$ cat src/rtl/fjop_pkg.sv
// ----------------------------------------------------------------------------
// fjop_pkg
// types and constants shared by the flat json object parser
// ----------------------------------------------------------------------------
package fjop_pkg;

    // result kinds
    localparam logic [2:0] KIND_KEY   = 3'd0;
    localparam logic [2:0] KIND_STR   = 3'd1;
    localparam logic [2:0] KIND_RAW   = 3'd2;
    localparam logic [2:0] KIND_DONE  = 3'd3;
    localparam logic [2:0] KIND_VALID = 3'd4;
    localparam logic [2:0] KIND_BAD   = 3'd5;
    localparam logic [2:0] KIND_BLANK = 3'd6;

    // utf-8 encoding constants
    localparam logic [7:0]  UTF8_LEAD2 = 8'hC0;
    localparam logic [7:0]  UTF8_LEAD3 = 8'hE0;
    localparam logic [7:0]  UTF8_CONT  = 8'h80;
    localparam logic [7:0]  UTF8_MASK6 = 8'h3F;
    localparam logic [15:0] CP_ONE_MAX = 16'h0080;
    localparam logic [15:0] CP_TWO_MAX = 16'h0800;

    // results caused by one input byte; all share one kind
    typedef struct packed {
        logic [2:0]      kind;
        logic [1:0]      cnt;
        logic [2:0][7:0] bytes;
    } t_cmd;

endpackage

$ cat src/rtl/flat_json_object_parser_top.sv
// a byte's first result is registered in the queue, then in the sequencer
// throughput: one byte per cycle, output ready, at most one result per byte
// a byte closing a \u escape yields up to three results and holds the output
// sequencer for each of them; the command queue absorbs the bytes behind it
// reset: synchronous, active low; clears parse state, queue and output valid
// ----------------------------------------------------------------------------
// flat_json_object_parser_top
// line checker and decoder for one flat json object per line
// ----------------------------------------------------------------------------
module flat_json_object_parser_top #(
    parameter int FIFO_DEPTH = 4
) (
    input  logic       i_clk,
    input  logic       i_rst_n,
    input  logic       i_valid,
    output logic       o_ready,
    input  logic [7:0] i_ch,
    input  logic       i_end_of_line,
    output logic       o_valid,
    input  logic       i_ready,
    output logic [7:0] o_out_byte,
    output logic [2:0] o_kind,
    output logic       o_last
);

    fjop_pkg::t_cmd w_push_cmd;
    fjop_pkg::t_cmd w_head_cmd;
    logic           w_push, w_pop, w_empty, w_full;

    fjop_front u_front (
        .i_clk   (i_clk),
        .i_rst_n (i_rst_n),
        .i_valid (i_valid),
        .i_ch    (i_ch),
        .i_eol   (i_end_of_line),
        .i_space (~w_full),
        .o_ready (o_ready),
        .o_push  (w_push),
        .o_cmd   (w_push_cmd)
    );

    fjop_fifo #(
        .DEPTH (FIFO_DEPTH)
    ) u_fifo (
        .i_clk   (i_clk),
        .i_rst_n (i_rst_n),
        .i_push  (w_push),
        .i_cmd   (w_push_cmd),
        .i_pop   (w_pop),
        .o_cmd   (w_head_cmd),
        .o_empty (w_empty),
        .o_full  (w_full)
    );

    fjop_back u_back (
        .i_clk      (i_clk),
        .i_rst_n    (i_rst_n),
        .i_cmd      (w_head_cmd),
        .i_empty    (w_empty),
        .o_pop      (w_pop),
        .o_valid    (o_valid),
        .i_ready    (i_ready),
        .o_out_byte (o_out_byte),
        .o_kind     (o_kind),
        .o_last     (o_last)
    );

endmodule

$ cat src/rtl/fjop_front.sv
// ----------------------------------------------------------------------------
// fjop_front
// byte classifier and parse state machine; emits at most one command per byte
// ----------------------------------------------------------------------------
module fjop_front (
    input  logic           i_clk,
    input  logic           i_rst_n,
    input  logic           i_valid,
    input  logic [7:0]     i_ch,
    input  logic           i_eol,
    input  logic           i_space,
    output logic           o_ready,
    output logic           o_push,
    output fjop_pkg::t_cmd o_cmd
);

    typedef enum logic [14:0] {
        PH_WAIT_OPEN    = 15'b000000000000001,
        PH_AFTER_OPEN   = 15'b000000000000010,
        PH_EXPECT_KEY   = 15'b000000000000100,
        PH_IN_KEY       = 15'b000000000001000,
        PH_ESC_KEY      = 15'b000000000010000,
        PH_HEX_KEY      = 15'b000000000100000,
        PH_EXPECT_COLON = 15'b000000001000000,
        PH_EXPECT_VAL   = 15'b000000010000000,
        PH_IN_STR       = 15'b000000100000000,
        PH_ESC_STR      = 15'b000001000000000,
        PH_HEX_STR      = 15'b000010000000000,
        PH_IN_RAW       = 15'b000100000000000,
        PH_AFTER_VAL    = 15'b001000000000000,
        PH_AFTER_CLOSE  = 15'b010000000000000,
        PH_ERROR        = 15'b100000000000000
    } t_phase;

    localparam logic [7:0] CH_SPACE  = 8'h20;
    localparam logic [7:0] CH_TAB    = 8'h09;
    localparam logic [7:0] CH_CR     = 8'h0D;
    localparam logic [7:0] CH_LF     = 8'h0A;
    localparam logic [7:0] CH_QUOTE  = 8'h22;
    localparam logic [7:0] CH_BSLASH = 8'h5C;
    localparam logic [7:0] CH_SLASH  = 8'h2F;
    localparam logic [7:0] CH_LBRACE = 8'h7B;
    localparam logic [7:0] CH_RBRACE = 8'h7D;
    localparam logic [7:0] CH_LBRACK = 8'h5B;
    localparam logic [7:0] CH_COMMA  = 8'h2C;
    localparam logic [7:0] CH_COLON  = 8'h3A;
    localparam logic [7:0] CH_LC_B   = 8'h62;
    localparam logic [7:0] CH_LC_F   = 8'h66;
    localparam logic [7:0] CH_LC_N   = 8'h6E;
    localparam logic [7:0] CH_LC_R   = 8'h72;
    localparam logic [7:0] CH_LC_T   = 8'h74;
    localparam logic [7:0] CH_LC_U   = 8'h75;
    localparam logic [7:0] CH_BS     = 8'h08;
    localparam logic [7:0] CH_FF     = 8'h0C;

    t_phase      r_phase, n_phase;
    logic [15:0] r_acc, n_acc;
    logic [1:0]  r_seen, n_seen;
    logic        r_nonblank, n_nonblank;

    logic           w_accept;
    logic           w_ws;
    logic           w_key;
    logic [2:0]     w_skind;
    logic [4:0]     w_hex;
    logic [15:0]    w_acc_shift;
    logic           n_emit;
    fjop_pkg::t_cmd n_cmd;

    function automatic fjop_pkg::t_cmd one_cmd(input logic [2:0] kind, input logic [7:0] b);
        fjop_pkg::t_cmd c;
        c          = '0;
        c.kind     = kind;
        c.cnt      = 2'd1;
        c.bytes[0] = b;
        return c;
    endfunction

    function automatic fjop_pkg::t_cmd utf8_cmd(input logic [15:0] cp, input logic [2:0] kind);
        fjop_pkg::t_cmd c;
        c      = '0;
        c.kind = kind;
        if (cp < fjop_pkg::CP_ONE_MAX) begin
            c.cnt      = 2'd1;
            c.bytes[0] = cp[7:0];
        end else if (cp < fjop_pkg::CP_TWO_MAX) begin
            c.cnt      = 2'd2;
            c.bytes[0] = fjop_pkg::UTF8_LEAD2 | {3'b000, cp[10:6]};
            c.bytes[1] = fjop_pkg::UTF8_CONT | (fjop_pkg::UTF8_MASK6 & {2'b00, cp[5:0]});
        end else begin
            c.cnt      = 2'd3;
            c.bytes[0] = fjop_pkg::UTF8_LEAD3 | {4'b0000, cp[15:12]};
            c.bytes[1] = fjop_pkg::UTF8_CONT | (fjop_pkg::UTF8_MASK6 & {2'b00, cp[11:6]});
            c.bytes[2] = fjop_pkg::UTF8_CONT | (fjop_pkg::UTF8_MASK6 & {2'b00, cp[5:0]});
        end
        return c;
    endfunction

    // {invalid, nibble}
    function automatic logic [4:0] hex_val(input logic [7:0] c);
        logic [4:0] v;
        if (c >= 8'h30 && c <= 8'h39)      v = {1'b0, 4'(c - 8'h30)};
        else if (c >= 8'h61 && c <= 8'h66) v = {1'b0, 4'(c - 8'h57)};
        else if (c >= 8'h41 && c <= 8'h46) v = {1'b0, 4'(c - 8'h37)};
        else                               v = 5'b10000;
        return v;
    endfunction

    assign o_ready     = i_space;
    assign w_accept    = i_valid & o_ready;
    assign w_ws        = (i_ch == CH_SPACE) || (i_ch == CH_TAB) ||
                         (i_ch == CH_CR) || (i_ch == CH_LF);
    assign w_key       = (r_phase == PH_IN_KEY) || (r_phase == PH_ESC_KEY) ||
                         (r_phase == PH_HEX_KEY);
    assign w_skind     = w_key ? fjop_pkg::KIND_KEY : fjop_pkg::KIND_STR;
    assign w_hex       = hex_val(i_ch);
    assign w_acc_shift = {r_acc[11:0], w_hex[3:0]};

    always_comb begin
        n_phase    = r_phase;
        n_acc      = r_acc;
        n_seen     = r_seen;
        n_nonblank = r_nonblank;
        n_emit     = 1'b0;
        n_cmd      = '0;
        if (w_accept) begin
            if (i_eol) begin
                n_emit = 1'b1;
                if (r_phase == PH_AFTER_CLOSE) n_cmd = one_cmd(fjop_pkg::KIND_VALID, 8'h00);
                else if (!r_nonblank)          n_cmd = one_cmd(fjop_pkg::KIND_BLANK, 8'h00);
                else                           n_cmd = one_cmd(fjop_pkg::KIND_BAD, 8'h00);
                n_phase    = PH_WAIT_OPEN;
                n_acc      = '0;
                n_seen     = '0;
                n_nonblank = 1'b0;
            end else begin
                if (i_ch != CH_SPACE && i_ch != CH_TAB) n_nonblank = 1'b1;
                case (r_phase)
                    PH_WAIT_OPEN: begin
                        if (i_ch == CH_LBRACE) n_phase = PH_AFTER_OPEN;
                        else if (!w_ws)        n_phase = PH_ERROR;
                    end
                    PH_AFTER_OPEN, PH_EXPECT_KEY: begin
                        if (i_ch == CH_QUOTE) n_phase = PH_IN_KEY;
                        else if (i_ch == CH_RBRACE && r_phase == PH_AFTER_OPEN)
                            n_phase = PH_AFTER_CLOSE;
                        else if (!w_ws) n_phase = PH_ERROR;
                    end
                    PH_IN_KEY, PH_IN_STR: begin
                        if (i_ch == CH_QUOTE) begin
                            if (w_key) begin
                                n_phase = PH_EXPECT_COLON;
                            end else begin
                                n_emit  = 1'b1;
                                n_cmd   = one_cmd(fjop_pkg::KIND_DONE, 8'h00);
                                n_phase = PH_AFTER_VAL;
                            end
                        end else if (i_ch == CH_BSLASH) begin
                            n_phase = w_key ? PH_ESC_KEY : PH_ESC_STR;
                        end else begin
                            n_emit = 1'b1;
                            n_cmd  = one_cmd(w_skind, i_ch);
                        end
                    end
                    PH_ESC_KEY, PH_ESC_STR: begin
                        n_emit  = 1'b1;
                        n_phase = w_key ? PH_IN_KEY : PH_IN_STR;
                        case (i_ch)
                            CH_QUOTE, CH_BSLASH, CH_SLASH: n_cmd = one_cmd(w_skind, i_ch);
                            CH_LC_B: n_cmd = one_cmd(w_skind, CH_BS);
                            CH_LC_F: n_cmd = one_cmd(w_skind, CH_FF);
                            CH_LC_N: n_cmd = one_cmd(w_skind, CH_LF);
                            CH_LC_R: n_cmd = one_cmd(w_skind, CH_CR);
                            CH_LC_T: n_cmd = one_cmd(w_skind, CH_TAB);
                            CH_LC_U: begin
                                n_emit  = 1'b0;
                                n_acc   = '0;
                                n_seen  = '0;
                                n_phase = w_key ? PH_HEX_KEY : PH_HEX_STR;
                            end
                            default: begin
                                n_emit  = 1'b0;
                                n_phase = PH_ERROR;
                            end
                        endcase
                    end
                    PH_HEX_KEY, PH_HEX_STR: begin
                        if (w_hex[4]) begin
                            n_phase = PH_ERROR;
                        end else begin
                            n_acc = w_acc_shift;
                            if (r_seen == 2'd3) begin
                                n_seen  = '0;
                                n_phase = w_key ? PH_IN_KEY : PH_IN_STR;
                                n_emit  = 1'b1;
                                n_cmd   = utf8_cmd(w_acc_shift, w_skind);
                            end else begin
                                n_seen = r_seen + 2'd1;
                            end
                        end
                    end
                    PH_EXPECT_COLON: begin
                        if (i_ch == CH_COLON) n_phase = PH_EXPECT_VAL;
                        else if (!w_ws)       n_phase = PH_ERROR;
                    end
                    PH_EXPECT_VAL: begin
                        if (!w_ws) begin
                            if (i_ch == CH_QUOTE) begin
                                n_phase = PH_IN_STR;
                            end else if (i_ch == CH_LBRACE || i_ch == CH_LBRACK ||
                                         i_ch == CH_COMMA || i_ch == CH_RBRACE) begin
                                n_phase = PH_ERROR;
                            end else begin
                                n_emit  = 1'b1;
                                n_cmd   = one_cmd(fjop_pkg::KIND_RAW, i_ch);
                                n_phase = PH_IN_RAW;
                            end
                        end
                    end
                    PH_IN_RAW: begin
                        n_emit = 1'b1;
                        if (i_ch == CH_COMMA || i_ch == CH_RBRACE || w_ws) begin
                            n_cmd = one_cmd(fjop_pkg::KIND_DONE, 8'h00);
                            if (i_ch == CH_COMMA)       n_phase = PH_EXPECT_KEY;
                            else if (i_ch == CH_RBRACE) n_phase = PH_AFTER_CLOSE;
                            else                        n_phase = PH_AFTER_VAL;
                        end else begin
                            n_cmd = one_cmd(fjop_pkg::KIND_RAW, i_ch);
                        end
                    end
                    PH_AFTER_VAL: begin
                        if (i_ch == CH_COMMA)       n_phase = PH_EXPECT_KEY;
                        else if (i_ch == CH_RBRACE) n_phase = PH_AFTER_CLOSE;
                        else if (!w_ws)             n_phase = PH_ERROR;
                    end
                    PH_AFTER_CLOSE: begin
                        if (!w_ws) n_phase = PH_ERROR;
                    end
                    default: begin
                        n_phase = PH_ERROR;
                    end
                endcase
            end
        end
    end

    always_ff @(posedge i_clk) begin
        if (!i_rst_n) begin
            r_phase    <= PH_WAIT_OPEN;
            r_acc      <= '0;
            r_seen     <= '0;
            r_nonblank <= 1'b0;
        end else begin
            r_phase    <= n_phase;
            r_acc      <= n_acc;
            r_seen     <= n_seen;
            r_nonblank <= n_nonblank;
        end
    end

    assign o_push = n_emit;
    assign o_cmd  = n_cmd;

endmodule

$ cat src/rtl/fjop_fifo.sv
// ----------------------------------------------------------------------------
// fjop_fifo
// small command queue between the parser and the output sequencer
// ----------------------------------------------------------------------------
module fjop_fifo #(
    parameter int DEPTH = 4
) (
    input  logic           i_clk,
    input  logic           i_rst_n,
    input  logic           i_push,
    input  fjop_pkg::t_cmd i_cmd,
    input  logic           i_pop,
    output fjop_pkg::t_cmd o_cmd,
    output logic           o_empty,
    output logic           o_full
);

    localparam int AW = (DEPTH > 1) ? $clog2(DEPTH) : 1;
    localparam int CW = $clog2(DEPTH + 1);
    localparam logic [AW-1:0] LAST_PTR = AW'(DEPTH - 1);
    localparam logic [CW-1:0] FULL_CNT = CW'(DEPTH);

    fjop_pkg::t_cmd r_mem [DEPTH];
    logic [AW-1:0]  r_wptr, n_wptr;
    logic [AW-1:0]  r_rptr, n_rptr;
    logic [CW-1:0]  r_cnt, n_cnt;
    logic           w_wr, w_rd;

    assign o_empty = (r_cnt == '0);
    assign o_full  = (r_cnt == FULL_CNT);
    assign w_wr    = i_push & ~o_full;
    assign w_rd    = i_pop & ~o_empty;
    assign o_cmd   = r_mem[r_rptr];

    always_comb begin
        n_wptr = r_wptr;
        n_rptr = r_rptr;
        n_cnt  = r_cnt;
        if (w_wr) n_wptr = (r_wptr == LAST_PTR) ? '0 : r_wptr + AW'(1);
        if (w_rd) n_rptr = (r_rptr == LAST_PTR) ? '0 : r_rptr + AW'(1);
        if (w_wr && !w_rd)      n_cnt = r_cnt + CW'(1);
        else if (w_rd && !w_wr) n_cnt = r_cnt - CW'(1);
    end

    always_ff @(posedge i_clk) begin
        if (w_wr) begin
            r_mem[r_wptr] <= i_cmd;
        end
    end

    always_ff @(posedge i_clk) begin
        if (!i_rst_n) begin
            r_wptr <= '0;
            r_rptr <= '0;
            r_cnt  <= '0;
        end else begin
            r_wptr <= n_wptr;
            r_rptr <= n_rptr;
            r_cnt  <= n_cnt;
        end
    end

endmodule

$ cat src/rtl/fjop_back.sv
// ----------------------------------------------------------------------------
// fjop_back
// output sequencer; plays each queued command out, one result per ready cycle
// ----------------------------------------------------------------------------
module fjop_back (
    input  logic           i_clk,
    input  logic           i_rst_n,
    input  fjop_pkg::t_cmd i_cmd,
    input  logic           i_empty,
    output logic           o_pop,
    output logic           o_valid,
    input  logic           i_ready,
    output logic [7:0]     o_out_byte,
    output logic [2:0]     o_kind,
    output logic           o_last
);

    logic           r_busy, n_busy;
    fjop_pkg::t_cmd r_cmd, n_cmd;
    logic [1:0]     r_idx, n_idx;
    logic           w_fire, w_last, w_advance;

    assign w_fire    = r_busy & i_ready;
    assign w_last    = ((r_idx + 2'd1) == r_cmd.cnt);
    assign w_advance = ~r_busy | (w_fire & w_last);
    assign o_pop     = w_advance & ~i_empty;

    always_comb begin
        n_busy = r_busy;
        n_cmd  = r_cmd;
        n_idx  = r_idx;
        if (w_advance) begin
            // pick up the next transaction group as the current one leaves
            n_busy = ~i_empty;
            n_cmd  = i_cmd;
            n_idx  = '0;
        end else if (w_fire) begin
            n_idx = r_idx + 2'd1;
        end
    end

    always_ff @(posedge i_clk) begin
        if (!i_rst_n) begin
            r_busy <= 1'b0;
            r_idx  <= '0;
        end else begin
            r_busy <= n_busy;
            r_idx  <= n_idx;
        end
    end

    always_ff @(posedge i_clk) begin
        r_cmd <= n_cmd;
    end

    assign o_valid    = r_busy;
    assign o_out_byte = r_cmd.bytes[r_idx];
    assign o_kind     = r_cmd.kind;
    assign o_last     = w_last;

endmodule

$ cat config.mk
export PLATFORM = sky130hd
export DESIGN_NAME = flat_json_object_parser_top
export DESIGN_NICKNAME = d
export VERILOG_FILES = /design/src/rtl/fjop_pkg.sv /design/src/rtl/flat_json_object_parser_top.sv /design/src/rtl/fjop_front.sv /design/src/rtl/fjop_fifo.sv /design/src/rtl/fjop_back.sv
export SDC_FILE = /design/constraint.sdc
export NUM_CORES = 1
export LEC_CHECK = 0
export ABC_AREA = 1
export BUFFER_PORTS_ARGS = -buffer_cell sky130_fd_sc_hd__buf_2
export CORE_MARGIN = 5
export CORE_UTILIZATION = 40
export CTS_CLUSTER_SIZE = 16
export DETAILED_ROUTE_END_ITERATION = 10
export HOLD_SLACK_MARGIN = 0.02
export PLACE_DENSITY = 0.57
export SYNTH_ARGS = -nofsm -noshare
export SYNTH_HDL_FRONTEND = slang
export SYNTH_HIERARCHICAL = 1
export SYNTH_SLANG_ARGS = --single-unit
export TNS_END_PERCENT = 30
$ cat constraint.sdc
create_clock -name i_clk -period 3.7 [get_ports i_clk]
set_input_delay 0.74 -clock i_clk [delete_from_list [all_inputs] [get_ports i_clk]]
set_output_delay 0.74 -clock i_clk [all_outputs]
set_load 0.02 [all_outputs]
Word-level counts from Yosys, hierarchy flattened
Memory sizes are Yosys's and may differ from the RTL's. A register that Yosys moved wholly into a read port is not among the register bits.
Cells that the tools add are included.
Storage, ports and cells
  bits in registers: 40
  output and inout port bits: 14
  memories kept: 1
  bits in writable memories: 116
  input bits: 13
  word-level logic and storage cells: 197
Cells by class
  magnitude comparators: 9
  equality and inequality tests: 45
  add/sub/neg operators: 9
  reductions and logical operators: 33
  multiplexer cells: 80
  bitwise gates (word level): 11
Memories
  u_fifo.r_mem: depth 4, bits a word 29, read ports 1, clocked after Yosys merged registers in 1, wr ports 1, RTL line fjop_fifo.sv:23  | fjop_pkg::t_cmd r_mem [DEPTH];
Operators with widths (count)
  15-bit 2-to-1 mux: 17
  29-bit 2-to-1 mux: 8
  27-bit one-hot mux with 6 select lines: 1
  15-bit one-hot mux with 10 select lines: 1
  29-bit one-hot mux with 5 select lines: 1
  28-bit 2-to-1 mux: 3
  8-bit by 7-bit == test with 1-bit output, second input constant: 10
  27-bit 2-to-1 mux: 2
  8-bit by 6-bit == test with 1-bit output, second input constant: 5
  12-bit 2-to-1 mux: 3
  15-bit one-hot mux with 2 select lines: 1
  14-bit 2-to-1 mux: 2
  8-bit by 4-bit == test with 1-bit output, second input constant: 3
  8-bit 2-to-1 mux: 3
  12-bit one-hot mux with 2 select lines: 1
  1-bit 2-to-1 mux: 17
  8-bit binary-select mux with 2-bit select: 1
  8-bit by 7-bit >= comparator with 1-bit output, second input constant: 2
  8-bit by 7-bit less-or-equal comparator with 1-bit output, second input constant: 2
  16-bit by 12-bit < comparator with 1-bit output, second input constant: 1
  16-bit by 8-bit < comparator with 1-bit output, second input constant: 1
  16-bit 2-to-1 mux: 1
  15-bit by 1-bit == test with 1-bit output, second input constant: 1
  15-bit by 10-bit == test with 1-bit output, second input constant: 1
  other kinds (52): 99

Depth between registers and ports, before layout
Gate-level depths: netlist (run 1).
  depth after elaboration: 15
  mapped depth: 26

Modules after synthesis
Netlist (run 1), hierarchy kept.
Modules (own cells, without submodules)
  fjop_fifo: cells an instance 353, area each 5108.6 µm², instances 1
  fjop_front: cells an instance 602, area each 3343.2 µm², instances 1
  fjop_back: cells an instance 97, area each 1290.0 µm², instances 1
  flat_json_object_parser_top: cells an instance 1, area each 3.8 µm², instances 1

Least setup slack after synthesis (run 1)
OpenSTA, ideal clock, no wires.
  path type: input-to-reg
  start point: in i_ch[0]
  end point: mem u_fifo/r_mem[0][0] (netlist bit) (enable)
  setup slack: -94 ps
  path buffers: 1
  stages on the path: 17
  library setup time: 415 ps
  data arrival time: 3379 ps
  cells stage by stage: inv_1 ha_1 inv_1 nor2_2 nand2_1 buf_2 nand2_1 nor2_1 nand2_1 nand2_1 nand2_1 nor2_1 nand3_1 nand2_1 inv_1 nand2_1 nor2_1
Between the ends
  longest elaborated chain between the ends: 13
RTL lines
  from (decl): RTL line flat_json_object_parser_top.sv:17  | input logic [7:0] i_ch,
  parallel branches: the longest is 7 deep, another holds 8-bit by 7-bit >= comparator with 1-bit output
  1-bit one-hot mux with 5 select lines (*): RTL line fjop_front.sv:138  | case (r_phase)
  1-bit 2-to-1 mux (*): RTL line fjop_front.sv:127  | if (i_eol) begin
  1-bit 2-to-1 mux (*): RTL line fjop_front.sv:126  | if (w_accept) begin
  net w_push: RTL line flat_json_object_parser_top.sv:28  | logic w_push, w_pop, w_empty, w_full;
  1-bit bitwise AND (*): RTL line fjop_fifo.sv:31  | assign w_wr = i_push & ~o_full;
  1-bit 2-to-1 mux (*): RTL line fjop_fifo.sv:46  | if (w_wr) begin
  1-bit 2-to-1 mux (implied by the code) (*): RTL line fjop_fifo.sv:47  | r_mem[r_wptr] <= i_cmd;
  to (decl): RTL line fjop_fifo.sv:23
Mark *: on every way through the listed nets, which the timed path passes.

Final worst setup path (run 1)
  start point: in i_ch[0]
  end point: reg u_fifo.r_cnt[1]
RTL lines
  parallel branches: the longest is 7 deep, another holds 8-bit by 7-bit >= comparator with 1-bit output
  1-bit one-hot mux with 5 select lines (*): RTL line fjop_front.sv:138
  1-bit 2-to-1 mux (*): RTL line fjop_front.sv:127
  1-bit 2-to-1 mux (*): RTL line fjop_front.sv:126
  net w_push: RTL line flat_json_object_parser_top.sv:28
  1-bit bitwise AND (*): RTL line fjop_fifo.sv:31
  net u_fifo.w_wr: RTL line fjop_fifo.sv:27  | logic w_wr, w_rd;
  1-bit logical AND (*): RTL line fjop_fifo.sv:41  | if (w_wr && !w_rd) n_cnt = r_cnt + CW'(1);
  3-bit 2-to-1 mux (*): RTL line fjop_fifo.sv:41
  net u_fifo.n_cnt[1]: RTL line fjop_fifo.sv:26  | logic [CW-1:0] r_cnt, n_cnt;
  to (signal assigned): RTL line fjop_fifo.sv:59  | r_cnt <= n_cnt;
  to (decl): RTL line fjop_fifo.sv:26
Marks and branches as above.
A chain may end at the register's enable or synchronous reset.

==> results of run 1 <==
[logic make-up after synthesis]
group	after synthesis	synth area share
AOI/OAI and AO/OA	189	0.1193
xor gates and xnor gates	1	0.0008989
adders and majority gates	13	0.01746
buffers and inverters	153	0.07498
DFF	187	0.5331
other	1	0.0003848
and+or+nand+nor	509	0.2539
[placed cells by master (no fill, tap or decap), types with 4 or more instances in the layout]
cell type / count
nand2_4: 4
nand2_1: 187
o21ai_1: 7
nor3_1: 8
edfxtp_1: 145
nor2_2: 20
inv_2: 12
inv_12: 4
a21oi_1: 49
inv_1: 94
nand2_2: 16
buf_12: 4
o22ai_1: 9
buf_2: 26
o21ai_0: 90
nor2_4: 24
nand3_1: 83
nor2_1: 134
nand4_1: 14
ha_1: 12
o22ai_2: 20
clkbuf_16: 17
dfxtp_1: 41
nand3_2: 6
nand3b_1: 4
buf_4: 14
clkinv_8: 4
[state kept, by name, summed over array words and instances, names as in the netlist, named ones only]
register	flops
u_fifo/r_cnt	3
u_fifo/r_wptr	2
u_front/r_acc	12
u_fifo/r_mem	116
u_front/r_phase	15
u_front/r_seen	2
u_fifo/r_rptr	2
u_front/r_nonblank	1
u_back/r_cmd	26
u_back/o_kind	3
u_back/r_idx	2
u_back/o_valid	1
[worst max-delay path: cells and delay by family]
family / cells / cell delay [ns]
and+or+nand+nor: 7 / 0.97
AOI/OAI and AO/OA: 2 / 0.38
adders and majority gates: 3 / 0.82
buffers and inverters: 6 / 0.54
[synthesized netlist by cell type, drive strengths merged (2+ instances only)]
cell type  count
nor3          10
o21bai         2
nand3         92
o21ai         97
ha            12
buf           38
clkbuf         6
a21oi         50
o211ai         3
nand3b         4
nand4         15
a211oi         3
o22ai         29
a31oi          3
nor2         178
edfxtp       145
inv          107
nand2        207
and2           3
dfxtp         42
clkinv         2
[how the worst min path moves through the flow]
| stage | start | end | slack, ns | cells after the start |
|---|---|---|---|---|
| 6_report | u_front/r_phase[9] | u_front/r_phase[9] | 0.48 | 2 |
| 2_1_floorplan | u_front/r_nonblank | u_front/r_nonblank | 0.45 | 2 |
| 4_1_cts | u_front/r_phase[9] | u_front/r_phase[9] | 0.49 | 2 |
| 5_1_grt | u_front/r_phase[9] | u_front/r_phase[9] | 0.51 | 2 |
| 3_5_place_dp | u_front/r_acc[6] | u_front/r_acc[10] | 0.47 | 2 |
| 3_3_place_gp | u_front/r_acc[6] | u_front/r_acc[10] | 0.47 | 2 |
[cell type report]
| cell class | count | area [sq um] | area share |
|---|---|---|---|
| inverter | 109 | 411.6 | 0.03816 |
| tap | 324 | 405.4 | 0.03758 |
| timing repair buffer | 44 | 315.3 | 0.02923 |
| clock inverter | 15 | 198.9 | 0.01844 |
| clock buffer | 17 | 425.4 | 0.03944 |
| multi-input combinational | 714 | 3834 | 0.3554 |
| sequential | 187 | 5196 | 0.4817 |
[metal layers]
metal	GRT usage	up-vias	part of all wire	routed length [microns]
met5	0	-	0	0
met3	0.02690	18	0.032	722
met2	0.2825	115	0.49	11110
met4	0.03300	0	0.010	232
li1	-	3603	-	-
met1	0.2189	3398	0.47	10560
[power by group through the flow]
stage	clock [mW]	sequential [mW]	combinational (mW)
2_1_floorplan	0	2.81	1.47
3_3_place_gp	0	2.85	1.87
3_5_place_dp	0	2.85	1.88
4_1_cts	1.93	2.80	1.88
5_1_grt	2.02	2.83	2.08
6_report	1.88	2.79	1.86
[stage by stage]
| stage | hold WS [ns] | std cells | util |
|---|---|---|---|
| floorplan | 0.4512 | 1054 | - |
| global placement | 0.4650 | 1378 | 0.4203 |
| detailed placement | 0.4701 | 1378 | 0.4203 |
| CTS | 0.4852 | 1410 | 0.4462 |
| global route | 0.5114 | 1410 | 0.4462 |
| finish | 0.4802 | 1410 | 0.4462 |
==> results.cfg, run 1 <==
[global_route]
grt_max_degree = 59
grt_pass1_vias = 6732
antenna_found_initial = 0
grt-ovfl-total = 0
grt_first_pass_wirelength_microns = 36400
grt_use_total = 0.1636

[routing]
drt_wl_total_microns = 22630
wire_per_inst_microns = 16.05
ant_nets = 0
drt-initial-drc-count = 530
drc = 0
drt-pass1-iter-count = 5
vias = 7134
vias_per_cell = 5.060

[power_and_ir_drop]
pwr-share-seq = 0.427
power_switching_mw = 2.358
leakage_nw = 4.256
finalPower_mw = 6.539
max-vdd-ir-drop_mv = 0.2936
p_int_mw = 4.181
power.density_nw_per_um2 = 606.2
p_sw_frac = 0.3606
clockPowerShare = 0.288
p_comb_frac = 0.285

[clocking]
htreeDepth = 4
cts_setup_buffers = 0
cts_inserted_buffers = 17
cts-hold-fix-buffers = 0
cts_max_path_buffers = 2
cts_tree = built
clock-sinks = 187
cts_resized = 0
cts-root-buf = clkbuf_16
clock_latency_ns = 0.44
clk_pin_slew_ns = 0.08

[timing]
relSlewSlack = 0.3106
period_minus_slack_ns = 3.149
finalHoldViolations = 0
fmax_ghz = 0.3176
skew_ns = 0.01978
setup_tns_ns = 0
drv_slew = 0
rsz0062_at_grt = false
worst_pin_slew_ns = 1.034
fin_ws_ns = 0.5512
setup_violations = 0
fin_crit_sh = 0.8510

[synthesis]
netlist_area_sq_um = 9746
synth_top_area_frac = 0.4468
synth_area_leaders = edfxtp_1, dfxtp_1, nand2_1
synth_flop_cell = edfxtp_1
syn_inst = 1053
synth_cell_types = 44
synth_top_area_cell = edfxtp_1
ys_seq_area_frac = 0.5331
synth.avg_cell_area_sq_um = 9.255
synth_edf_count = 145
ys_seq_elements = 187
yosysWarnings = 6
synthArstFlopShare = 0

[placed_design]
post-place-ws_ns = 0.1417
gp_congestion = 0.9353
buffer_ports.inserted = 26
dpl_cell_area_sq_um = 10160
dpl.hpwl_microns = 15330

[setup_path]
path_max_fanout = 8
rr_endpoint = u_fifo/r_cnt[1]
reg2reg_from = u_front/r_phase[10]
crit_chain = buf_2 > inv_1 > ha_1 > inv_1 > nor2_2 > nand2_1 > and2_4 > o21ai_0 > nand3_1 > nand2_1 > inv_1 > nand2_1 > inv_1 > ha_1 > inv_1 > fa_1 > o21ai_1 > nor2_1
path_class = in -> reg
crit_top_cell = inv_1
crit_end = u_fifo/r_cnt[1]
cpPeakStageDelay_ns = 0.41
reg2reg_depth = 17
critPathArrivalTime_ns = 3.47
crit_path_top_delay_cell = fa_1
startpoint = i_ch[0]
start_kind = primary input
cp.required_ns = 4.02
crit_path_end_kind = register
r2r_slack_ns = 0.62

[job]
maxCapViolCount = 0

[final_layout]
antenna_cells = 0
areaGrowthSynthToFinish_pct = 10.68
nets = 1099
nFillCells = 2340
drive_above_1_share = 0.1740
stdcell_area_sq_um = 10790

[floorplanning]
die_area_sq_um = 27590
ios = 27
die_w_microns = 166.1
start_util = 0.4031
dieHeight_microns = 166.1
num_rows = 57
core_sq_um = 24180

[status]
status = finished clean

[hold_path]
hp-class = reg -> reg
(Power assumes the default switching activity.)
==> run 2, diff against run 1 <==
Settings changed: CORE_UTILIZATION 40 to 56, PLACE_DENSITY 0.57 to 0.76.
==> run 2 against run 1 <==
Clock skew fell by 0.0093 ns. Die area fell by 27%. Flip-flop and latch count did not move.
==> results.cfg, run 2 (synthesized netlist as in run 1, its figures left out) <==
[status]
status = finished clean

[power_and_ir_drop]
finalPower_mw = 6.390
leakage_nw = 4.229
power.density_nw_per_um2 = 602.5
max-vdd-ir-drop_mv = 0.3680

[hold_path]
hp-class = reg -> reg
hold_depth = 2

[setup_path]
path_max_fanout = 6
critPathArrivalTime_ns = 3.50
path_class = in -> reg
r2r_slack_ns = 0.61
start_kind = primary input
reg2reg_depth = 21
crit_path_end_kind = register
cp.required_ns = 4.07

[final_layout]
stdcell_area_sq_um = 10610
nets = 1098
layout_common_cells = nand2_1, edfxtp_1, nor2_1
drive_above_1_share = 0.1724
final_util = 0.6175
largest_reg_flops = 116
reg.largest.list = u_fifo/r_mem (116), u_back/r_cmd (26), u_front/r_phase (15)
areaGrowthSynthToFinish_pct = 8.833
largest_register = u_fifo/r_mem
final_common_cell = nand2_1
antenna_cells = 0

[floorplanning]
die_area_sq_um = 20140
die_w_microns = 141.9
ios = 27
dieHeight_microns = 141.9
num_rows = 48
core_sq_um = 17180
start_util = 0.5674

[global_route]
grt_pass1_vias = 6929
grt_first_pass_wirelength_microns = 34470
grt_max_degree = 59
grt_use_total = 0.2163
grt-ovfl-total = 0
antenna_found_initial = 0

[routing]
vias_per_cell = 5.538
drc = 0
drt_wl_total_microns = 21160
vias = 7255
ant_nets = 0
drt-initial-drc-count = 664
drt-pass1-iter-count = 5
wire_per_inst_microns = 16.15

[timing]
fin_ws_ns = 0.5673
finalHoldViolations = 0
rsz0062_at_grt = false
fin_crit_sh = 0.8467
relSlewSlack = 0.3001
drv_slew = 0
fmax_ghz = 0.3192
setup_violations = 0
period_minus_slack_ns = 3.133
skew_ns = 0.01051
worst_pin_slew_ns = 1.048

[clocking]
cts_max_path_buffers = 2
cts_inserted_buffers = 17
htreeDepth = 4
clk_pin_slew_ns = 0.07
clock_latency_ns = 0.43
cts_setup_buffers = 0
cts_tree = built
clock-sinks = 187
cts-hold-fix-buffers = 0
cts_resized = 0
cts-root-buf = clkbuf_16

[job]
maxCapViolCount = 0

[placed_design]
dpl_cell_area_sq_um = 10030
gp_congestion = 0.9354
dpl.hpwl_microns = 14880
buffer_ports.inserted = 26
post-place-ws_ns = 0.1734
-- run 2: cell type report --
class | instances | area [sq um]
Clock buffer | 17 | 425.4
Clock inverter | 15 | 150.1
Fill cell | 1446 | 6570
Inverter | 109 | 411.6
Multi-Input combinational cell | 714 | 3834
Sequential cell | 187 | 5196
Tap cell | 225 | 281.5
Timing Repair Buffer | 43 | 307.8
-- run 2: worst paths after layout --
| path | start | to |
|---|---|---|
| max | i_ch[1] | u_fifo/r_cnt[2] |
| max reg2reg | u_front/r_phase[12] | u_fifo/r_cnt[2] |
| min | u_front/r_phase[4] | u_front/r_phase[4] |
| min reg2reg | u_front/r_phase[4] | u_front/r_phase[4] |
-- run 2: metrics by stage --
step	TNS, ns	hold slack [ns]	cells
2_1_floorplan	-10.91	0.4512	1054
3_3_place_gp	0	0.4666	1278
3_5_place_dp	0	0.4702	1278
4_1_cts	0	0.4815	1310
5_1_grt	0	0.5102	1310
6_report	0	0.4827	1310
-- run 2: metal layers --
metal  global-route usage  wire (microns)
met5                    0               0
met1               0.2645            8796
met3              0.02966            1002
met2               0.3912           10950
met4              0.07727             408
-- run 2: worst max-delay path, stage by stage --
cell,delay (ns)
buf_2,0.14
inv_1,0.10
ha_1,0.23
nand3_1,0.12
inv_1,0.05
nand2_1,0.11
nand2_1,0.13
nor2_1,0.15
nand4_1,0.11
o21ai_0,0.16
nor2_1,0.08
nand3_1,0.08
nand2_1,0.08
inv_1,0.10
nand2_1,0.08
inv_1,0.06
ha_1,0.16
inv_1,0.07
fa_1,0.39
nand2_1,0.11
nand3_1,0.08
nand2_1,0.06
inv_1,0.03
nor2_1,0.08
-- run 2: report_power, final --
| group | total (mW) | switching (mW) | internal [mW] |
|---|---|---|---|
| Clock | 1.74 | 0.837 | 0.900 |
| Sequential | 2.79 | 0.127 | 2.66 |
| Combinational | 1.86 | 1.28 | 0.582 |
